$ cat src/design/clcd_pkg.sv
// Shared types, constants and the microcode program for the character-LCD command sequencer.
// No dependencies; every design file except clcd_ifs.sv imports this package.
package clcd_pkg;

    localparam int PC_W       = 6;
    localparam int VALUE_W    = 32;
    localparam int BCD_DIGITS = 10;
    localparam int BCD_W      = 4 * BCD_DIGITS;
    localparam int IDX_W      = 4;

    // Command opcodes
    localparam logic [3:0] OPC_INIT    = 4'd0;
    localparam logic [3:0] OPC_CHAR    = 4'd1;
    localparam logic [3:0] OPC_CLEAR   = 4'd2;
    localparam logic [3:0] OPC_SETCUR  = 4'd3;
    localparam logic [3:0] OPC_CLRLOC  = 4'd4;
    localparam logic [3:0] OPC_BKSP    = 4'd5;
    localparam logic [3:0] OPC_DECIMAL = 4'd6;
    localparam logic [3:0] OPC_BIN_TRIM = 4'd7;
    localparam logic [3:0] OPC_BIN8    = 4'd8;
    localparam logic [3:0] OPC_HEX     = 4'd9;

    // Display instructions
    localparam logic [7:0] LCD_FUNC_8BIT = 8'h38;
    localparam logic [7:0] LCD_FUNC_4BIT = 8'h28;
    localparam logic [7:0] LCD_DISP_ON   = 8'h0C;
    localparam logic [7:0] LCD_CLR_DISP  = 8'h01;
    localparam logic [7:0] LCD_ENTRY     = 8'h06;
    localparam logic [7:0] LCD_HOME      = 8'h02;
    localparam logic [7:0] LCD_SET_DDRAM = 8'h80;
    localparam logic [7:0] LCD_ROW1      = 8'h40;

    // Characters
    localparam logic [7:0] CHR_SPACE = 8'h20;
    localparam logic [7:0] CHR_MINUS = 8'h2D;
    localparam logic [7:0] CHR_ZERO  = 8'h30;
    localparam logic [7:0] CHR_ALPHA = 8'h37;

    typedef enum logic [3:0] {
        UOP_SEND_K,
        UOP_CHAR,
        UOP_FWD,
        UOP_BACK,
        UOP_GOTO,
        UOP_HOME,
        UOP_JMP,
        UOP_JMP_NIB,
        UOP_JMP_POS,
        UOP_BCD_START,
        UOP_BCD_WAIT,
        UOP_SET_IDX,
        UOP_SKIP_DIG,
        UOP_SKIP_BIT,
        UOP_LOOP,
        UOP_END
    } uop_t;

    typedef enum logic [2:0] {
        CS_INPUT,
        CS_SPACE,
        CS_MINUS,
        CS_DIGIT,
        CS_BIT,
        CS_HEX_HI,
        CS_HEX_LO
    } csrc_t;

    typedef logic [PC_W-1:0] upc_t;

    typedef struct packed {
        uop_t       op;
        csrc_t      src;
        logic [7:0] konst;
        upc_t       target;
    } uword_t;

    typedef enum logic {
        SEQ_IDLE,
        SEQ_RUN
    } seq_state_t;

    // Sequencer to output stage: one transfer or the end-of-command mark
    typedef struct packed {
        logic       send;
        logic       fin;
        logic       rs;
        logic [7:0] bus;
    } oq_req_t;

    localparam upc_t EP_INIT     = 6'd0;
    localparam upc_t EP_CLEAR    = 6'd10;
    localparam upc_t EP_SETCUR   = 6'd13;
    localparam upc_t EP_CLRLOC   = 6'd15;
    localparam upc_t EP_CHAR     = 6'd19;
    localparam upc_t EP_BKSP     = 6'd22;
    localparam upc_t EP_DECIMAL  = 6'd27;
    localparam upc_t EP_BIN_TRIM = 6'd38;
    localparam upc_t EP_BIN8     = 6'd44;
    localparam upc_t EP_HEX      = 6'd49;
    localparam upc_t EP_NONE     = 6'd53;

    function automatic uword_t mk(uop_t op, csrc_t src, logic [7:0] k, upc_t t);
        uword_t w;
        w.op     = op;
        w.src    = src;
        w.konst  = k;
        w.target = t;
        return w;
    endfunction

    function automatic uword_t ucode_rom(upc_t pc);
        uword_t w;
        case (pc)
            // init
            6'd0:  w = mk(UOP_JMP_NIB,   CS_INPUT,  8'h00,         6'd3);
            6'd1:  w = mk(UOP_SEND_K,    CS_INPUT,  LCD_FUNC_8BIT, 6'd0);
            6'd2:  w = mk(UOP_JMP,       CS_INPUT,  8'h00,         6'd5);
            6'd3:  w = mk(UOP_SEND_K,    CS_INPUT,  LCD_HOME,      6'd0);
            6'd4:  w = mk(UOP_SEND_K,    CS_INPUT,  LCD_FUNC_4BIT, 6'd0);
            6'd5:  w = mk(UOP_SEND_K,    CS_INPUT,  LCD_DISP_ON,   6'd0);
            6'd6:  w = mk(UOP_SEND_K,    CS_INPUT,  LCD_CLR_DISP,  6'd0);
            6'd7:  w = mk(UOP_SEND_K,    CS_INPUT,  LCD_ENTRY,     6'd0);
            6'd8:  w = mk(UOP_HOME,      CS_INPUT,  8'h00,         6'd0);
            6'd9:  w = mk(UOP_END,       CS_INPUT,  8'h00,         6'd0);
            // clear
            6'd10: w = mk(UOP_SEND_K,    CS_INPUT,  LCD_CLR_DISP,  6'd0);
            6'd11: w = mk(UOP_HOME,      CS_INPUT,  8'h00,         6'd0);
            6'd12: w = mk(UOP_END,       CS_INPUT,  8'h00,         6'd0);
            // set cursor
            6'd13: w = mk(UOP_GOTO,      CS_INPUT,  8'h00,         6'd0);
            6'd14: w = mk(UOP_END,       CS_INPUT,  8'h00,         6'd0);
            // clear location
            6'd15: w = mk(UOP_GOTO,      CS_INPUT,  8'h00,         6'd0);
            6'd16: w = mk(UOP_CHAR,      CS_SPACE,  8'h00,         6'd0);
            6'd17: w = mk(UOP_FWD,       CS_INPUT,  8'h00,         6'd0);
            6'd18: w = mk(UOP_END,       CS_INPUT,  8'h00,         6'd0);
            // character
            6'd19: w = mk(UOP_CHAR,      CS_INPUT,  8'h00,         6'd0);
            6'd20: w = mk(UOP_FWD,       CS_INPUT,  8'h00,         6'd0);
            6'd21: w = mk(UOP_END,       CS_INPUT,  8'h00,         6'd0);
            // backspace
            6'd22: w = mk(UOP_BACK,      CS_INPUT,  8'h00,         6'd0);
            6'd23: w = mk(UOP_CHAR,      CS_SPACE,  8'h00,         6'd0);
            6'd24: w = mk(UOP_FWD,       CS_INPUT,  8'h00,         6'd0);
            6'd25: w = mk(UOP_BACK,      CS_INPUT,  8'h00,         6'd0);
            6'd26: w = mk(UOP_END,       CS_INPUT,  8'h00,         6'd0);
            // signed decimal
            6'd27: w = mk(UOP_BCD_START, CS_INPUT,  8'h00,         6'd0);
            6'd28: w = mk(UOP_JMP_POS,   CS_INPUT,  8'h00,         6'd31);
            6'd29: w = mk(UOP_CHAR,      CS_MINUS,  8'h00,         6'd0);
            6'd30: w = mk(UOP_FWD,       CS_INPUT,  8'h00,         6'd0);
            6'd31: w = mk(UOP_BCD_WAIT,  CS_INPUT,  8'h00,         6'd0);
            6'd32: w = mk(UOP_SET_IDX,   CS_INPUT,  8'd9,          6'd0);
            6'd33: w = mk(UOP_SKIP_DIG,  CS_INPUT,  8'h00,         6'd0);
            6'd34: w = mk(UOP_CHAR,      CS_DIGIT,  8'h00,         6'd0);
            6'd35: w = mk(UOP_FWD,       CS_INPUT,  8'h00,         6'd0);
            6'd36: w = mk(UOP_LOOP,      CS_INPUT,  8'h00,         6'd34);
            6'd37: w = mk(UOP_END,       CS_INPUT,  8'h00,         6'd0);
            // trimmed binary
            6'd38: w = mk(UOP_SET_IDX,   CS_INPUT,  8'd7,          6'd0);
            6'd39: w = mk(UOP_SKIP_BIT,  CS_INPUT,  8'h00,         6'd43);
            6'd40: w = mk(UOP_CHAR,      CS_BIT,    8'h00,         6'd0);
            6'd41: w = mk(UOP_FWD,       CS_INPUT,  8'h00,         6'd0);
            6'd42: w = mk(UOP_LOOP,      CS_INPUT,  8'h00,         6'd40);
            6'd43: w = mk(UOP_END,       CS_INPUT,  8'h00,         6'd0);
            // 8-bit binary
            6'd44: w = mk(UOP_SET_IDX,   CS_INPUT,  8'd7,          6'd0);
            6'd45: w = mk(UOP_CHAR,      CS_BIT,    8'h00,         6'd0);
            6'd46: w = mk(UOP_FWD,       CS_INPUT,  8'h00,         6'd0);
            6'd47: w = mk(UOP_LOOP,      CS_INPUT,  8'h00,         6'd45);
            6'd48: w = mk(UOP_END,       CS_INPUT,  8'h00,         6'd0);
            // hex
            6'd49: w = mk(UOP_CHAR,      CS_HEX_HI, 8'h00,         6'd0);
            6'd50: w = mk(UOP_FWD,       CS_INPUT,  8'h00,         6'd0);
            6'd51: w = mk(UOP_CHAR,      CS_HEX_LO, 8'h00,         6'd0);
            6'd52: w = mk(UOP_FWD,       CS_INPUT,  8'h00,         6'd0);
            default: w = mk(UOP_END,     CS_INPUT,  8'h00,         6'd0);
        endcase
        return w;
    endfunction

    function automatic upc_t entry_pc(logic [3:0] opc);
        upc_t p;
        case (opc)
            OPC_INIT:     p = EP_INIT;
            OPC_CHAR:     p = EP_CHAR;
            OPC_CLEAR:    p = EP_CLEAR;
            OPC_SETCUR:   p = EP_SETCUR;
            OPC_CLRLOC:   p = EP_CLRLOC;
            OPC_BKSP:     p = EP_BKSP;
            OPC_DECIMAL:  p = EP_DECIMAL;
            OPC_BIN_TRIM: p = EP_BIN_TRIM;
            OPC_BIN8:     p = EP_BIN8;
            OPC_HEX:      p = EP_HEX;
            default:      p = EP_NONE;
        endcase
        return p;
    endfunction

    function automatic logic [7:0] hex_char(logic [3:0] nib);
        logic [7:0] c;
        if (nib <= 4'd9)
        begin
            c = CHR_ZERO + {4'h0, nib};
        end
        else
        begin
            c = CHR_ALPHA + {4'h0, nib};
        end
        return c;
    endfunction

endpackage

$ cat src/design/clcd_ifs.sv
// Handshake interfaces for the command channel and the bus-transfer channel.
// Standalone; no package needed.
interface clcd_cmd_if;
    logic               valid;
    logic               ready;
    logic [3:0]         opcode;
    logic signed [31:0] value;
    logic               row;
    logic [3:0]         column;

    modport source (output valid, output opcode, output value, output row, output column,
                    input ready);
    modport sink   (input valid, input opcode, input value, input row, input column,
                    output ready);
endinterface

interface clcd_xfer_if;
    logic       valid;
    logic       ready;
    logic       reg_select;
    logic [7:0] bus_value;
    logic       last_transfer;

    modport source (output valid, output reg_select, output bus_value, output last_transfer,
                    input ready);
    modport sink   (input valid, input reg_select, input bus_value, input last_transfer,
                    output ready);
endinterface

$ cat src/design/clcd_bcd_conv.sv
// Binary to BCD converter (shift-and-add-3), two bits per cycle.
// Depends on clcd_pkg.
module clcd_bcd_conv (
    input  logic                       clk,
    input  logic                       rst_n,
    input  logic                       start,
    input  logic [clcd_pkg::VALUE_W-1:0] mag,
    output logic                       busy,
    output logic [clcd_pkg::BCD_W-1:0] digits
);
    import clcd_pkg::*;

    logic               busy_reg, busy_next;
    logic [3:0]         cnt_reg, cnt_next;
    logic [VALUE_W-1:0] bin_reg, bin_next;
    logic [BCD_W-1:0]   bcd_reg, bcd_next;

    function automatic logic [BCD_W-1:0] dd_step(logic [BCD_W-1:0] b, logic in_bit);
        logic [BCD_W-1:0] adj;
        adj = b;
        for (int i = 0; i < BCD_DIGITS; i++)
        begin
            if (adj[i*4 +: 4] >= 4'd5)
            begin
                adj[i*4 +: 4] = adj[i*4 +: 4] + 4'd3;
            end
        end
        return {adj[BCD_W-2:0], in_bit};
    endfunction

    always_comb
    begin
        busy_next = busy_reg;
        cnt_next  = cnt_reg;
        bin_next  = bin_reg;
        bcd_next  = bcd_reg;
        if (start)
        begin
            busy_next = 1'b1;
            cnt_next  = 4'd0;
            bin_next  = mag;
            bcd_next  = '0;
        end
        else if (busy_reg)
        begin
            bcd_next = dd_step(dd_step(bcd_reg, bin_reg[VALUE_W-1]), bin_reg[VALUE_W-2]);
            bin_next = {bin_reg[VALUE_W-3:0], 2'b00};
            cnt_next = cnt_reg + 4'd1;
            if (cnt_reg == 4'hF)
            begin
                busy_next = 1'b0;
            end
        end
    end

    always_ff @(posedge clk or negedge rst_n)
    begin
        if (!rst_n)
        begin
            busy_reg <= 1'b0;
            cnt_reg  <= 4'd0;
        end
        else
        begin
            busy_reg <= busy_next;
            cnt_reg  <= cnt_next;
        end
    end

    always_ff @(posedge clk)
    begin
        bin_reg <= bin_next;
        bcd_reg <= bcd_next;
    end

    assign busy   = busy_reg;
    assign digits = bcd_reg;

endmodule

$ cat src/design/clcd_out_stage.sv
// Output stage: holds one transfer back until the next one or the end of the command is known,
// so the final transfer can be tagged, then registers it onto the bus channel. Uses clcd_pkg.
module clcd_out_stage (
    input  logic              clk,
    input  logic              rst_n,
    input  clcd_pkg::oq_req_t req,
    output logic              room,
    clcd_xfer_if.source       xfer
);
    import clcd_pkg::*;

    logic       pend_valid_reg, pend_valid_next;
    logic       pend_rs_reg, pend_rs_next;
    logic [7:0] pend_bus_reg, pend_bus_next;
    logic       out_valid_reg, out_valid_next;
    logic       out_rs_reg, out_rs_next;
    logic [7:0] out_bus_reg, out_bus_next;
    logic       out_last_reg, out_last_next;
    logic       out_free;

    assign out_free = !out_valid_reg || xfer.ready;
    assign room     = !pend_valid_reg || out_free;

    always_comb
    begin
        pend_valid_next = pend_valid_reg;
        pend_rs_next    = pend_rs_reg;
        pend_bus_next   = pend_bus_reg;
        out_valid_next  = out_valid_reg && !xfer.ready;
        out_rs_next     = out_rs_reg;
        out_bus_next    = out_bus_reg;
        out_last_next   = out_last_reg;
        if (req.send && room)
        begin
            // push the held transfer out, hold the new one
            if (pend_valid_reg)
            begin
                out_valid_next = 1'b1;
                out_rs_next    = pend_rs_reg;
                out_bus_next   = pend_bus_reg;
                out_last_next  = 1'b0;
            end
            pend_valid_next = 1'b1;
            pend_rs_next    = req.rs;
            pend_bus_next   = req.bus;
        end
        else if (req.fin && room && pend_valid_reg)
        begin
            out_valid_next  = 1'b1;
            out_rs_next     = pend_rs_reg;
            out_bus_next    = pend_bus_reg;
            out_last_next   = 1'b1;
            pend_valid_next = 1'b0;
        end
    end

    always_ff @(posedge clk or negedge rst_n)
    begin
        if (!rst_n)
        begin
            pend_valid_reg <= 1'b0;
            out_valid_reg  <= 1'b0;
        end
        else
        begin
            pend_valid_reg <= pend_valid_next;
            out_valid_reg  <= out_valid_next;
        end
    end

    always_ff @(posedge clk)
    begin
        pend_rs_reg  <= pend_rs_next;
        pend_bus_reg <= pend_bus_next;
        out_rs_reg   <= out_rs_next;
        out_bus_reg  <= out_bus_next;
        out_last_reg <= out_last_next;
    end

    assign xfer.valid         = out_valid_reg;
    assign xfer.reg_select    = out_rs_reg;
    assign xfer.bus_value     = out_bus_reg;
    assign xfer.last_transfer = out_last_reg;

`ifndef SYNTH
    a_push_not_last: assert property (@(posedge clk) disable iff (!rst_n)
        req.send && room && pend_valid_reg |=> out_valid_reg && !out_last_reg)
        else $error("held transfer not pushed on a following transfer");
    a_fin_last: assert property (@(posedge clk) disable iff (!rst_n)
        !req.send && req.fin && room && pend_valid_reg |=> out_valid_reg && out_last_reg)
        else $error("final transfer not tagged");
    a_fin_drains: assert property (@(posedge clk) disable iff (!rst_n)
        !req.send && req.fin && room |=> !pend_valid_reg)
        else $error("transfer still held after end of command");
`endif

endmodule

$ cat src/design/clcd_sequencer.sv
// Microcoded command sequencer: step counter, program table from clcd_pkg, cursor tracking,
// nibble splitting and character formatting. Uses clcd_pkg and clcd_cmd_if.
module clcd_sequencer #(
    parameter int COLUMNS = 16,
    parameter int ROWS    = 2
) (
    input  logic                         clk,
    input  logic                         rst_n,
    clcd_cmd_if.sink                     cmd,
    input  logic                         nibble_mode,
    output clcd_pkg::oq_req_t            req,
    input  logic                         room,
    output logic                         bcd_start,
    output logic [clcd_pkg::VALUE_W-1:0] bcd_mag,
    input  logic                         bcd_busy,
    input  logic [clcd_pkg::BCD_W-1:0]   bcd_digits
);
    import clcd_pkg::*;

    localparam int               COL_W    = $clog2(COLUMNS);
    localparam logic [COL_W-1:0] COL_LAST = COL_W'(COLUMNS - 1);
    localparam logic             ROW_LAST = 1'(ROWS - 1);

    seq_state_t         state_reg, state_next;
    upc_t               pc_reg, pc_next;
    logic               phase_reg, phase_next;
    logic [IDX_W-1:0]   idx_reg, idx_next;
    logic [VALUE_W-1:0] value_reg, value_next;
    logic               trow_reg, trow_next;
    logic [3:0]         tcol_reg, tcol_next;
    logic               cur_row_reg, cur_row_next;
    logic [COL_W-1:0]   cur_col_reg, cur_col_next;

    uword_t                       uw;
    logic [BCD_DIGITS-1:0][3:0]   dig_arr;
    logic [3:0]                   digit;
    logic                         bit_sel;
    logic                         fwd_row, back_row;
    logic [COL_W-1:0]             fwd_col, back_col;
    logic                         goto_ok;
    logic [7:0]                   char_byte;
    logic                         wants_send;
    logic                         send_rs;
    logic [7:0]                   send_byte;
    logic                         send_last;
    logic                         running;

    function automatic logic [7:0] ddram_addr(logic r, logic [COL_W-1:0] c);
        return LCD_SET_DDRAM | (r ? LCD_ROW1 : 8'h00) | 8'(c);
    endfunction

    assign uw      = ucode_rom(pc_reg);
    assign running = (state_reg == SEQ_RUN);
    assign dig_arr = bcd_digits;
    assign digit   = dig_arr[idx_reg];
    assign bit_sel = value_reg[idx_reg[2:0]];
    assign bcd_mag = value_reg[VALUE_W-1] ? (VALUE_W'(0) - value_reg) : value_reg;
    assign goto_ok = (int'(trow_reg) < ROWS) && (int'(tcol_reg) < COLUMNS);

    // cursor neighbours, wrapping over rows
    always_comb
    begin
        if (cur_col_reg >= COL_LAST)
        begin
            fwd_col = '0;
            fwd_row = (cur_row_reg >= ROW_LAST) ? 1'b0 : 1'b1;
        end
        else
        begin
            fwd_col = cur_col_reg + COL_W'(1);
            fwd_row = cur_row_reg;
        end
        if (cur_col_reg == '0)
        begin
            back_col = COL_LAST;
            back_row = (cur_row_reg == 1'b0) ? ROW_LAST : 1'b0;
        end
        else
        begin
            back_col = cur_col_reg - COL_W'(1);
            back_row = cur_row_reg;
        end
    end

    always_comb
    begin
        case (uw.src)
            CS_INPUT:  char_byte = value_reg[7:0];
            CS_SPACE:  char_byte = CHR_SPACE;
            CS_MINUS:  char_byte = CHR_MINUS;
            CS_DIGIT:  char_byte = CHR_ZERO | {4'h0, digit};
            CS_BIT:    char_byte = CHR_ZERO | {7'h00, bit_sel};
            CS_HEX_HI: char_byte = hex_char(value_reg[7:4]);
            CS_HEX_LO: char_byte = hex_char(value_reg[3:0]);
            default:   char_byte = CHR_SPACE;
        endcase
    end

    // control word decode: what byte, if any, this step puts on the bus
    always_comb
    begin
        wants_send = 1'b0;
        send_rs    = 1'b0;
        send_byte  = uw.konst;
        case (uw.op)
            UOP_SEND_K:
            begin
                wants_send = 1'b1;
            end
            UOP_CHAR:
            begin
                wants_send = 1'b1;
                send_rs    = 1'b1;
                send_byte  = char_byte;
            end
            UOP_FWD:
            begin
                wants_send = 1'b1;
                send_byte  = ddram_addr(fwd_row, fwd_col);
            end
            UOP_BACK:
            begin
                wants_send = 1'b1;
                send_byte  = ddram_addr(back_row, back_col);
            end
            UOP_GOTO:
            begin
                wants_send = goto_ok;
                send_byte  = ddram_addr(trow_reg, COL_W'(tcol_reg));
            end
            default:
            begin
                wants_send = 1'b0;
            end
        endcase
    end

    assign send_last = !nibble_mode || phase_reg;

    always_comb
    begin
        req.send = running && wants_send;
        req.fin  = running && (uw.op == UOP_END);
        req.rs   = send_rs;
        if (nibble_mode)
        begin
            req.bus = phase_reg ? {4'h0, send_byte[3:0]} : {4'h0, send_byte[7:4]};
        end
        else
        begin
            req.bus = send_byte;
        end
    end

    // next state
    always_comb
    begin
        state_next = state_reg;
        case (state_reg)
            SEQ_IDLE:
            begin
                if (cmd.valid)
                begin
                    state_next = SEQ_RUN;
                end
            end
            SEQ_RUN:
            begin
                if ((uw.op == UOP_END) && room)
                begin
                    state_next = SEQ_IDLE;
                end
            end
            default:
            begin
                state_next = SEQ_IDLE;
            end
        endcase
    end

    // step counter and datapath
    always_comb
    begin
        cmd.ready    = (state_reg == SEQ_IDLE);
        bcd_start    = 1'b0;
        pc_next      = pc_reg;
        phase_next   = phase_reg;
        idx_next     = idx_reg;
        value_next   = value_reg;
        trow_next    = trow_reg;
        tcol_next    = tcol_reg;
        cur_row_next = cur_row_reg;
        cur_col_next = cur_col_reg;
        case (state_reg)
            SEQ_IDLE:
            begin
                if (cmd.valid)
                begin
                    value_next = cmd.value;
                    trow_next  = cmd.row;
                    tcol_next  = cmd.column;
                    pc_next    = entry_pc(cmd.opcode);
                    phase_next = 1'b0;
                end
            end
            SEQ_RUN:
            begin
                if (wants_send)
                begin
                    if (room && send_last)
                    begin
                        phase_next = 1'b0;
                        pc_next    = pc_reg + upc_t'(1);
                        case (uw.op)
                            UOP_FWD:
                            begin
                                cur_row_next = fwd_row;
                                cur_col_next = fwd_col;
                            end
                            UOP_BACK:
                            begin
                                cur_row_next = back_row;
                                cur_col_next = back_col;
                            end
                            UOP_GOTO:
                            begin
                                cur_row_next = trow_reg;
                                cur_col_next = COL_W'(tcol_reg);
                            end
                            default:
                            begin
                                cur_row_next = cur_row_reg;
                            end
                        endcase
                    end
                    else if (room)
                    begin
                        // high nibble gone, low nibble next
                        phase_next = 1'b1;
                    end
                end
                else
                begin
                    case (uw.op)
                        UOP_GOTO:
                        begin
                            pc_next = pc_reg + upc_t'(1);
                        end
                        UOP_HOME:
                        begin
                            cur_row_next = 1'b0;
                            cur_col_next = '0;
                            pc_next      = pc_reg + upc_t'(1);
                        end
                        UOP_JMP:
                        begin
                            pc_next = uw.target;
                        end
                        UOP_JMP_NIB:
                        begin
                            pc_next = nibble_mode ? uw.target : pc_reg + upc_t'(1);
                        end
                        UOP_JMP_POS:
                        begin
                            pc_next = !value_reg[VALUE_W-1] ? uw.target : pc_reg + upc_t'(1);
                        end
                        UOP_BCD_START:
                        begin
                            bcd_start = 1'b1;
                            pc_next   = pc_reg + upc_t'(1);
                        end
                        UOP_BCD_WAIT:
                        begin
                            if (!bcd_busy)
                            begin
                                pc_next = pc_reg + upc_t'(1);
                            end
                        end
                        UOP_SET_IDX:
                        begin
                            idx_next = uw.konst[IDX_W-1:0];
                            pc_next  = pc_reg + upc_t'(1);
                        end
                        UOP_SKIP_DIG:
                        begin
                            // drop leading zero digits, keep at least one
                            if ((digit == 4'd0) && (idx_reg != '0))
                            begin
                                idx_next = idx_reg - IDX_W'(1);
                            end
                            else
                            begin
                                pc_next = pc_reg + upc_t'(1);
                            end
                        end
                        UOP_SKIP_BIT:
                        begin
                            // an all-zero byte prints nothing
                            if (bit_sel)
                            begin
                                pc_next = pc_reg + upc_t'(1);
                            end
                            else if (idx_reg == '0)
                            begin
                                pc_next = uw.target;
                            end
                            else
                            begin
                                idx_next = idx_reg - IDX_W'(1);
                            end
                        end
                        UOP_LOOP:
                        begin
                            if (idx_reg != '0)
                            begin
                                idx_next = idx_reg - IDX_W'(1);
                                pc_next  = uw.target;
                            end
                            else
                            begin
                                pc_next = pc_reg + upc_t'(1);
                            end
                        end
                        default:
                        begin
                            pc_next = pc_reg;
                        end
                    endcase
                end
            end
            default:
            begin
                pc_next = pc_reg;
            end
        endcase
    end

    always_ff @(posedge clk or negedge rst_n)
    begin
        if (!rst_n)
        begin
            state_reg   <= SEQ_IDLE;
            pc_reg      <= '0;
            phase_reg   <= 1'b0;
            idx_reg     <= '0;
            cur_row_reg <= 1'b0;
            cur_col_reg <= '0;
        end
        else
        begin
            state_reg   <= state_next;
            pc_reg      <= pc_next;
            phase_reg   <= phase_next;
            idx_reg     <= idx_next;
            cur_row_reg <= cur_row_next;
            cur_col_reg <= cur_col_next;
        end
    end

    always_ff @(posedge clk)
    begin
        value_reg <= value_next;
        trow_reg  <= trow_next;
        tcol_reg  <= tcol_next;
    end

`ifndef SYNTH
    a_phase_nibble: assert property (@(posedge clk) disable iff (!rst_n)
        phase_reg |-> nibble_mode)
        else $error("low-nibble phase outside 4-bit mode");
    a_accept_runs: assert property (@(posedge clk) disable iff (!rst_n)
        cmd.valid && cmd.ready |=> running && !phase_reg)
        else $error("accepted command did not start the program");
    a_cursor_range: assert property (@(posedge clk) disable iff (!rst_n)
        (int'(cur_col_reg) < COLUMNS) && (int'(cur_row_reg) < ROWS))
        else $error("tracked cursor outside the display");
`endif

endmodule

$ cat src/design/char_lcd_command_sequencer.sv
// Top level of the character-LCD command sequencer: configuration register and the
// sequencer, BCD converter and output stage. Uses clcd_pkg, clcd_cmd_if and clcd_xfer_if.
//
// Takes one display command per cmd transaction and produces the bus transfers it needs on
// xfer, one transfer per cycle while xfer is ready, with last_transfer set on the final one.
// A command runs through its acceptance, one step per transfer (two per byte in 4-bit
// mode) and the non-sending microcode steps: jumps, loop tests, leading-zero skips and
// the closing step. Signed decimal also waits on the binary-to-BCD converter (two bits
// a cycle) from its start step, which overlaps the minus sign. cmd.ready is high whenever
// no command is in progress, and the last transfer may still wait in the output register
// then. Commands that emit nothing (undefined opcodes, out-of-range set cursor, trimmed
// binary of zero) finish with no transaction. Write nibble_mode only while no command
// is in progress.
module char_lcd_command_sequencer #(
    parameter int COLUMNS = 16,
    parameter int ROWS    = 2
) (
    input  logic        clk,
    input  logic        rst_n,
    clcd_cmd_if.sink    cmd,
    clcd_xfer_if.source xfer,
    input  logic        cfg_we,
    input  logic        cfg_wdata
);
    import clcd_pkg::*;

    logic               nibble_mode_reg, nibble_mode_next;
    oq_req_t            req;
    logic               room;
    logic               bcd_start;
    logic [VALUE_W-1:0] bcd_mag;
    logic               bcd_busy;
    logic [BCD_W-1:0]   bcd_digits;

    always_comb
    begin
        nibble_mode_next = cfg_we ? cfg_wdata : nibble_mode_reg;
    end

    always_ff @(posedge clk or negedge rst_n)
    begin
        if (!rst_n)
        begin
            nibble_mode_reg <= 1'b0;
        end
        else
        begin
            nibble_mode_reg <= nibble_mode_next;
        end
    end

    clcd_sequencer #(
        .COLUMNS (COLUMNS),
        .ROWS    (ROWS)
    ) u_seq (
        .clk         (clk),
        .rst_n       (rst_n),
        .cmd         (cmd),
        .nibble_mode (nibble_mode_reg),
        .req         (req),
        .room        (room),
        .bcd_start   (bcd_start),
        .bcd_mag     (bcd_mag),
        .bcd_busy    (bcd_busy),
        .bcd_digits  (bcd_digits)
    );

    clcd_bcd_conv u_bcd (
        .clk    (clk),
        .rst_n  (rst_n),
        .start  (bcd_start),
        .mag    (bcd_mag),
        .busy   (bcd_busy),
        .digits (bcd_digits)
    );

    clcd_out_stage u_out (
        .clk   (clk),
        .rst_n (rst_n),
        .req   (req),
        .room  (room),
        .xfer  (xfer)
    );

endmodule
$ cat src/flat_wrapper.sv
// flat-port wrapper written by rule: the top's interface ports become plain ports
module char_lcd_command_sequencer_flat import clcd_pkg::*;
#(
    parameter int COLUMNS = 16,
    parameter int ROWS    = 2
)
  (clk, rst_n, cfg_we, cfg_wdata, cmd_valid, cmd_opcode, cmd_value, cmd_row, cmd_column, cmd_ready, xfer_valid, xfer_reg_select, xfer_bus_value, xfer_last_transfer, xfer_ready);
  clcd_cmd_if cmd_i ();
  clcd_xfer_if xfer_i ();
  input  logic clk;
  input  logic rst_n;
  input  logic cfg_we;
  input  logic cfg_wdata;
  input wire logic [$bits(cmd_i.valid)-1:0] cmd_valid;
  input wire logic [$bits(cmd_i.opcode)-1:0] cmd_opcode;
  input wire logic [$bits(cmd_i.value)-1:0] cmd_value;
  input wire logic [$bits(cmd_i.row)-1:0] cmd_row;
  input wire logic [$bits(cmd_i.column)-1:0] cmd_column;
  output wire logic [$bits(cmd_i.ready)-1:0] cmd_ready;
  output wire logic [$bits(xfer_i.valid)-1:0] xfer_valid;
  output wire logic [$bits(xfer_i.reg_select)-1:0] xfer_reg_select;
  output wire logic [$bits(xfer_i.bus_value)-1:0] xfer_bus_value;
  output wire logic [$bits(xfer_i.last_transfer)-1:0] xfer_last_transfer;
  input wire logic [$bits(xfer_i.ready)-1:0] xfer_ready;
  assign cmd_i.valid = cmd_valid;
  assign cmd_i.opcode = cmd_opcode;
  assign cmd_i.value = cmd_value;
  assign cmd_i.row = cmd_row;
  assign cmd_i.column = cmd_column;
  assign cmd_ready = cmd_i.ready;
  assign xfer_valid = xfer_i.valid;
  assign xfer_reg_select = xfer_i.reg_select;
  assign xfer_bus_value = xfer_i.bus_value;
  assign xfer_last_transfer = xfer_i.last_transfer;
  assign xfer_i.ready = xfer_ready;
  char_lcd_command_sequencer #(.COLUMNS(COLUMNS), .ROWS(ROWS)) u_core (.clk(clk), .rst_n(rst_n), .cmd(cmd_i), .xfer(xfer_i), .cfg_we(cfg_we), .cfg_wdata(cfg_wdata));
endmodule
$ cat config.mk
export PLATFORM = sky130hd
export DESIGN_NAME = char_lcd_command_sequencer_flat
export DESIGN_NICKNAME = d
export VERILOG_FILES = /design/src/design/clcd_pkg.sv /design/src/design/clcd_ifs.sv /design/src/design/clcd_bcd_conv.sv /design/src/design/clcd_out_stage.sv /design/src/design/clcd_sequencer.sv /design/src/design/char_lcd_command_sequencer.sv /design/src/flat_wrapper.sv
export SDC_FILE = /design/constraint.sdc
export NUM_CORES = 1
export LEC_CHECK = 0
export BUFFER_PORTS_ARGS = -buffer_cell sky130_fd_sc_hd__buf_2
export CORE_ASPECT_RATIO = 1.75
export CORE_UTILIZATION = 45
export CTS_BUF_LIST = sky130_fd_sc_hd__clkbuf_4 sky130_fd_sc_hd__clkbuf_8
export CTS_CLUSTER_DIAMETER = 100
export DETAILED_ROUTE_END_ITERATION = 8
export PLACE_DENSITY = 0.68
export SYNTH_ARGS = -nofsm -noshare
export SYNTH_HDL_FRONTEND = slang
export SYNTH_SLANG_ARGS = --single-unit
$ cat constraint.sdc
create_clock -name clk -period 7.25 [get_ports clk]
set_input_delay 0.3625 -clock clk [delete_from_list [all_inputs] [get_ports clk]]
set_output_delay 0.3625 -clock clk [all_outputs]
set_load 0.02 [all_outputs]
# After elaboration in Yosys (flattened, before gate mapping)
# Memory sizes are Yosys's and may differ from the RTL's.
# Index checks and enable logic that the tools add are counted.
# W data, S select, Z words.
# totals
ff_bits	153
mem_bits_ro	1312
in_bits	47
mem_count	2
# memory_table
memory	words	width	rd	rd_clocked_by_memory_dff	wr	line	source
(no name shown)	64	19	1	0	0	clcd_pkg.sv:113	case (pc)
(no name shown)	16	6	1	0	0	clcd_pkg.sv:184	case (opc)
# classes
n_addsub	30
order_cmp	26
eq_ne	36
muxes	119
bitwise	5
n_reduce_logical	34
# ops
cell	n
$mux W4	49
$mux W32	3
$ge A4 B3 Y1 const B	20
$add A4 B2 Y4 const B	18
$mux W6	10
$pmux W6 S8	1
$pmux W8 S6	1
$eq A4 B4 Y1 const B	9
$mux W7	5
$mux W1	33
$mux W8	4
$pmux W8 S4	1
$sub A1 B32 Y32 const A	1
$add A6 B4 Y7 const A	4
$or A8 B4 Y8	3
$bmux W4 S4	1
$eq A4 B3 Y1 const B	4
$logic_not A4 Y1	4
$pmux W4 S4	1
$mux W3	4
$ne A2 B2 Y1 const B	6
$pmux W4 S3	1
$pmux W6 S2	1
$ne A10 B2 Y1 const B	1
other kinds (36)	65

# Longest topological paths before layout
# Gate-level depths: netlist of the first run.
# An unclocked memory read counts as a cell.
# depth
ltp_word	9
depth_mapped	14
mapped_depth_nobuf	13

# Hierarchy
# From an unflattened synthesis of the first run, not the netlist that was laid out.
# unflattened
cells_unflattened	1212
area_unflattened_um2	11189.5
# by_module_without_submodules
module	n_inst	cells_each	area_each_um2	seq_area_each_um2
clcd_sequencer	1	693	5721.7	1536.5
clcd_bcd_conv	1	486	4754.6	1886.8
clcd_out_stage	1	31	673.1	620.6
char_lcd_command_sequencer	1	2	40.0	25.0

# Least setup slack after synthesis of the first run
# Ideal clock, no wire load.
# synth_timing
path_type	reg-to-reg
from	reg u_core.u_seq.pc_reg[0]
to	reg u_core.u_bcd.bin_reg[0], enable pin
setup_time_ns	0.389
t_arrival_ns	3.467
required_ns	6.861
slack_ns	3.393
stages_incl_launch_ff	13
n_path_buf	3
period_less_slack_ns	3.857
cell_sequence	dfrtp_1 buf_2 inv_1 ha_1 nor2_1 and3b_1 a311o_1 nor2_2 nand2_1 or3_1 clkbuf_1 clkbuf_1 nand2_1
# synth_via
elab_chain_cells	7
word_cells_on_any_way	13
classes_between	5 x eq/ne; 4 x mux; 3 x reduce/logical; 1 x memory
# synth_lines
item	line	source
start, declared	clcd_sequencer.sv:25	upc_t pc_reg, pc_next;
start signal, assigned	clcd_sequencer.sv:352	pc_reg <= pc_next;
$mem_v2 Z64 W19 (*)	n/a	
$eq A4 B3 Y1, or another cell as far along	clcd_sequencer.sv:105	case (uw.op)
$reduce_or A5 Y1 (no source line)	n/a	
$mux W1	clcd_sequencer.sv:105	
$mux W1 (*)	clcd_sequencer.sv:208	if (wants_send)
$mux W1 (*)	clcd_sequencer.sv:194	case (state_reg)
$reduce_bool A2 Y1 (no source line) (*)	n/a	
end signal, assigned	clcd_bcd_conv.sv:72	bin_reg <= bin_next;
end, declared	clcd_bcd_conv.sv:15	logic [VALUE_W-1:0] bin_reg, bin_next;
# Every way passes the cells marked *; elsewhere a longest branch is shown, timed or not.
# A chain may end at the register's enable or synchronous reset.

# Final worst setup path of the first run
# layout_timing
from	reg u_core.u_seq.pc_reg[0]
to	reg u_core.u_bcd.bin_reg[30], enable pin
# Same word-level chain as after synthesis.

==> results of run 1 <==
==> cell families after synthesis <==
group,share of synthesized area
compound gates,0.2134
xor+xnor,0.04916
fa+ha+maj,0.07362
buf+inv,0.05697
flops,0.3683
mux,0.06728
simple gates,0.1713
==> area by class of cell <==
cell class	count	area share
Clock buffer	19	0.02092
Multi-Input combinational cell	927	0.5346
Clock inverter	13	0.01398
Timing Repair Buffer	68	0.03091
Inverter	80	0.02523
Sequential cell	153	0.3420
Tap cell	308	0.03238
==> worst max path at each step <==
stage | start | end | depth (start not counted)
after CTS | u_core.u_seq.pc_reg[0] | u_core.u_bcd.bin_reg[18] | 10
after global routing | u_core.u_seq.pc_reg[0] | u_core.u_bcd.bin_reg[30] | 10
after floorplan | u_core.u_seq.pc_reg[0] | u_core.u_bcd.bin_reg[0] | 12
after detailed placement | u_core.u_seq.pc_reg[0] | u_core.u_bcd.bin_reg[30] | 10
final | u_core.u_seq.pc_reg[0] | u_core.u_bcd.bin_reg[30] | 10
after global placement | u_core.u_seq.pc_reg[0] | u_core.u_bcd.bin_reg[30] | 10
==> critical path: cells and delay by family (launching register included) <==
kind | cells | cell delay [ns]
AND/OR/NAND/NOR | 5 | 2.68
AO/OA/AOI/OAI | 1 | 0.14
buffers and inverters | 2 | 0.69
adder cells (fa/ha/maj) | 2 | 0.67
flip-flops | 1 | 0.63
==> timing repair <==
item / CTS / global route
endpoints found under the hold margin: 25 / 0
endpoints found under the setup margin: 0 / 0
hold buffers: 1 / 0
setup buffers: 0 / 0
==> metal layers <==
metal	track usage	part of all wire	wire length (um)
met5	0	0	0
met4	0.1290	0.052	1455
met3	0.04103	0.040	1111
met2	0.4199	0.53	14730
met1	0.2548	0.38	10740
==> synth_stat cells, types with 23 or more instances <==
cell | count | area (um2)
nand3_1 | 23 | 115.1
xor2_1 | 25 | 219.0
ha_1 | 65 | 813.3
xnor2_1 | 37 | 324.1
edfxtp_1 | 88 | 2643
o21ai_0 | 93 | 465.5
nor3_1 | 26 | 130.1
dfxtp_1 | 40 | 800.8
inv_1 | 77 | 289.0
clkbuf_1 | 36 | 135.1
nand2b_1 | 31 | 193.9
nand2_1 | 91 | 341.6
dfrtp_1 | 25 | 625.6
nor2_1 | 124 | 465.5
mux2i_1 | 36 | 360.4
a211oi_1 | 39 | 292.8
a21oi_1 | 79 | 395.4
==> metrics by stage <==
| step | util | hold slack (ns) | std cells | instance area (um2) | worst slack (ns) |
|---|---|---|---|---|---|
| after floorplan | - | 0.06691 | 1225 | 11050 | 3.393 |
| after detailed placement | 0.4777 | 0.4075 | 1535 | 11480 | 2.175 |
| after global placement | 0.4777 | 0.4047 | 1535 | 11480 | 2.258 |
| after global routing | 0.4954 | 0.01596 | 1568 | 11900 | 1.791 |
| after CTS | 0.4954 | 0.01248 | 1568 | 11900 | 2.150 |
| final | 0.4954 | 0.04904 | 1568 | 11900 | 2.133 |
==> results.sh, run 1 <==
export IMPL_largest_register_ffs=40
export IMPL_ys_flop_type="edfxtp_1"
export IMPL_postSynthCellCount=1225
export IMPL_dpl_hpwl_mm=20.96
export IMPL_layout_commonest_cell="nor2_1"
export IMPL_drive_gt1_frac=0.1230
export IMPL_fillers=2325
export IMPL_drtIter0Drc=563
export IMPL_clock_sink_count=153
export IMPL_core_um2=24020
export IMPL_rrSetupSlack_ns=2.13
export IMPL_r2r_end="u_core.u_bcd.bin_reg[30]"
export IMPL_setup_violations=0
export IMPL_hold_violations=0
export IMPL_dr_pass1_iters=5
export IMPL_register_area_um2=4070
export IMPL_drc=0
export IMPL_dieArea_um2=25200
export IMPL_startpoint_type="flop"
export IMPL_cts_tree="done"
export IMPL_vias_per_cell=5.885
export IMPL_grt_pass1_vias=9138
export IMPL_syn_nets=1337
export IMPL_initial_core_util=0.4598
export IMPL_worstPathArrival_ns=5.34
export IMPL_ys_types=89
export IMPL_clock_latency_ns=0.48
export IMPL_syn_area_um2=11050
export IMPL_die_h_um=209.3
export IMPL_ys_seq_area_frac=0.3683
export IMPL_whs_endpoint="u_core.u_seq.value_reg[29]"
export IMPL_hp_start="cmd_value[29]"
export IMPL_critical_path_slowest_cell="or4_1"
export IMPL_post_route_min_period_ns=5.117
export IMPL_critPathMaxStageDelay_ns=0.95
export IMPL_critPathRequiredTime_ns=7.47
export IMPL_syn_area_per_cell_um2=9.018
export IMPL_crit_path_end_kind="flop"
export IMPL_layout_common_cells="124 x nor2_1, 93 x o21ai_0, 91 x nand2_1"
export IMPL_antenna_found_initial=0
export IMPL_worst_pin_slew_ns=1.101
export IMPL_final_antenna_net_count=0
export IMPL_grt_usage=0.2331
export IMPL_drv_cap=0
export IMPL_vias=9228
export IMPL_drt_total_wl_mm=28.03
export IMPL_reg2regPathDepth=10
export IMPL_slew_headroom=0.2663
export IMPL_area_growth_pct=7.736
export IMPL_synthArstFlopShare=0.1634
export IMPL_drv_slew=0
export IMPL_min_path_cells=1
export IMPL_multi_input_area_um2=6362
export IMPL_wire_per_inst_um=17.88
export IMPL_fin_skew_ns=0.009344
export IMPL_synth_seq_cells=153
export IMPL_final_nets=1359
export IMPL_hold_path_class="in -> reg"
export IMPL_io_buffers=58
export IMPL_clkTransAtPathRegs_ns=0.09
export IMPL_grt_max_degree=64
export IMPL_finalSetupTns_ns=0
export IMPL_rsz0062_at_grt="false"
export IMPL_htreeDepth=4
export IMPL_crit_fanout=63
export IMPL_overflow=0
export IMPL_antennaDiodeCount=0
export IMPL_die_x_um=120.4
export IMPL_cts_resized=0
export IMPL_ys_warn_count=0
export IMPL_outcome="finished clean"
export IMPL_finalCritPeriodShare=0.7058
export IMPL_crit_type="reg -> reg"
export IMPL_synth_edf_count=88
export IMPL_num_rows=75
export IMPL_cts_buffers=17
export IMPL_ioPinCount=59
export IMPL_regToRegStartpoint="u_core.u_seq.pc_reg[0]"
export IMPL_root_buffer="clkbuf_8"
export IMPL_cp_cell_sequence="inv_1, ha_1, ha_1, nand4b_2, o41ai_2, or4_1, nand2_1, or3_2, nand2_1, buf_4"
export IMPL_place_congestion=0.9175
export IMPL_cts_buffer_depth=2
export IMPL_grt_pass1_wl_mm=46.07
export IMPL_max_freq_ghz=0.1954
Power of run 1 is left out: the tool's default activity adds up to more than one toggle a clock period on the data nets, which glitch-free logic cannot reach.
==> run 2: changes to the inputs <==
- ABC_AREA: unset -> 1
- PLACE_DENSITY: 0.68 -> 0.7
- clock period: 7.25 -> 4.5 ns (I/O delays scaled with it)
==> run 2 against run 1 <==
  * Maximum frequency grew 50%
  * Die area grew 1.4%
  * Highest routed layer unchanged
  * Routed wire length grew 18%
  * Worst setup slack lost 1.0 ns
  * First-iteration DRC count grew 31%
  * Largest cell class unchanged
  * Global-route usage grew 3.6 points
  * Sequential cell count is the same
  * Clock-buffer cell count shrank 2
  * Register-to-register slack lost 1.0 ns
  * Via count grew 16%
  * Clock skew grew 0.0015 ns
==> results.sh, run 2 <==
export IMPL_outcome="finished clean"
export IMPL_ys_seq_area_frac=0.3630
export IMPL_grt_pass1_vias=10740
export IMPL_rsz0062_at_grt="false"
export IMPL_root_buffer="clkbuf_8"
export IMPL_synth_edf_count=88
export IMPL_num_rows=76
export IMPL_layout_commonest_cell="nand2_1"
export IMPL_cts_setup_buffers=0
export IMPL_netlist_area_leader_share=0.2358
export IMPL_post_route_min_period_ns=3.414
export IMPL_overflow=0
export IMPL_dieArea_um2=25570
export IMPL_worst_pin_slew_ns=0.8382
export IMPL_synthTopCellsByArea="edfxtp_1 24%, nand2_1 11%, ha_1 7.3%"
export IMPL_grt_max_degree=50
export IMPL_drv_slew=0
export IMPL_largest_register_ffs=40
export IMPL_place_congestion=1.016
export IMPL_ys_types=51
export IMPL_synth_seq_cells=153
export IMPL_dpl_hpwl_mm=25.26
export IMPL_reg2regPathDepth=16
export IMPL_startpoint_type="flop"
export IMPL_cts_tree="done"
export IMPL_drc=0
export IMPL_antenna_found_initial=2
export IMPL_synthArstFlopShare=0.1634
export IMPL_clkTransAtPathRegs_ns=0.09
export IMPL_crit_fanout=44
export IMPL_rrSetupSlack_ns=1.09
export IMPL_area_growth_pct=12.27
export IMPL_r2r_end="u_core.u_bcd.bin_reg[30]"
export IMPL_htreeDepth=4
export IMPL_whs_endpoint="u_core.u_seq.pc_reg[5]"
export IMPL_cts_buffer_depth=2
export IMPL_syn_nets=1658
export IMPL_slew_headroom=0.4393
export IMPL_hold_path_class="in -> reg"
export IMPL_initial_core_util=0.4569
export IMPL_drt_total_wl_mm=33.18
export IMPL_clock_latency_ns=0.49
export IMPL_hold_violations=0
export IMPL_fin_skew_ns=0.01081
export IMPL_die_x_um=121.3
export IMPL_die_h_um=210.8
export IMPL_netlist_top_cells_count="339 x nand2_1, 200 x inv_1, 158 x o21ai_0"
export IMPL_vias_per_cell=5.472
export IMPL_syn_area_per_cell_um2=7.250
export IMPL_ys_warn_count=0
export IMPL_drv_cap=0
export IMPL_synth_area_leader_cell="edfxtp_1"
export IMPL_clock_sink_count=153
export IMPL_finalSetupTns_ns=0
export IMPL_layout_common_cells="339 x nand2_1, 200 x inv_1, 158 x o21ai_0"
export IMPL_crit_type="reg -> reg"
export IMPL_grt_usage=0.2696
export IMPL_vias=10740
export IMPL_critPathRequiredTime_ns=4.74
export IMPL_synth_most_common_cell="nand2_1"
export IMPL_final_antenna_net_count=0
export IMPL_max_freq_ghz=0.2930
export IMPL_hp_start="cmd_opcode[3]"
export IMPL_wire_per_inst_um=16.91
export IMPL_regToRegStartpoint="u_core.u_seq.pc_reg[1]"
export IMPL_finalCritPeriodShare=0.7586
export IMPL_final_nets=1747
export IMPL_ys_flop_type="edfxtp_1"
export IMPL_cts_buffers=17
export IMPL_io_buffers=58
export IMPL_syn_area_um2=11210
export IMPL_postSynthCellCount=1546
export IMPL_drtIter0Drc=738
export IMPL_ioPinCount=59
export IMPL_drive_gt1_frac=0.09041
export IMPL_grt_pass1_wl_mm=52.35
export IMPL_crit_path_end_kind="flop"
export IMPL_core_um2=24530
export IMPL_min_path_cells=7
export IMPL_dr_pass1_iters=6
export IMPL_worstPathArrival_ns=3.66
export IMPL_setup_violations=0
## run 2: kinds of logic (layout without fill, tap and decap cells)
family	Yosys count	count (layout)	share of synthesized area
fa+ha+maj	65	65	0.07256
buf+inv	256	358	0.09154
other cells	0	2	0
xor+xnor	58	58	0.04532
mux	2	2	0.001786
compound gates	366	366	0.1826
simple gates	646	646	0.2431
flops	153	153	0.3630
## run 2: critical path, stage by stage, from the launching register on
cell and delay, ns:
dfrtp_1 0.33, buf_4 0.17, inv_1 0.12, ha_1 0.24, ha_1 0.28, inv_1 0.03
o21ai_1 0.30, inv_1 0.07, nor2_1 0.13, nor2_2 0.08, nand2_2 0.12, nor3_4 0.08
inv_2 0.55, buf_4 0.38, a21oi_1 0.08, o21ai_1 0.09, nand2_1 0.06
## run 2: metrics by stage
| step | area (um2) | worst slack [ns] | hold WS (ns) | util | std cells |
|---|---|---|---|---|---|
| finish | 12580 | 1.086 | 0.2685 | 0.5129 | 1962 |
| global route | 12580 | 0.8081 | 0.3147 | 0.5129 | 1962 |
| CTS | 12580 | 1.051 | 0.2422 | 0.5127 | 1960 |
| detailed placement | 11780 | 1.089 | 0.2843 | 0.4802 | 1886 |
| global placement | 11780 | 1.084 | 0.2786 | 0.4802 | 1886 |
| floorplan | 11210 | 1.274 | -0.07059 | - | 1546 |
## run 2: how the worst max path moves through the flow
stage	cells after the start	from	to
finish	16	u_core.u_seq.pc_reg[1]	u_core.u_bcd.bin_reg[30]
global route	16	u_core.u_seq.pc_reg[1]	u_core.u_bcd.bin_reg[20]
CTS	16	u_core.u_seq.pc_reg[1]	u_core.u_bcd.bin_reg[30]
detailed placement	16	u_core.u_seq.pc_reg[1]	u_core.u_bcd.bin_reg[30]
global placement	16	u_core.u_seq.pc_reg[1]	u_core.u_bcd.bin_reg[20]
floorplan	16	u_core.u_seq.pc_reg[0]	u_core.u_out.xfer.bus_value[0]
## run 2: area by class of cell
| cell class | instances | area [um2] |
|---|---|---|
| Clock inverter | 15 | 143.9 |
| Fill cell | 2425 | 11950 |
| Antenna cell | 2 | 5.005 |
| Inverter | 209 | 789.5 |
| Tap cell | 312 | 390.4 |
| Multi-Input combinational cell | 1137 | 6113 |
| Sequential cell | 153 | 4069 |
| Timing Repair Buffer | 117 | 838.3 |
| Clock buffer | 17 | 234.0 |
## run 2: repair_timing
action                                 4_1_cts  5_1_grt
hold buffers                                42        0
gates resized for setup                      0        0
setup endpoints to repair                    0        0
endpoints found under the hold margin       65        0
## run 2: routing by layer
metal	vias to the layer above	track usage	routed length, um
met5	-	0	0
li1	5331	-	-
met4	0	0.2192	2593
met2	297	0.5141	18280
met3	148	0.04185	1052
met1	4961	0.2432	11250
Power of run 2 is left out for the same reason.
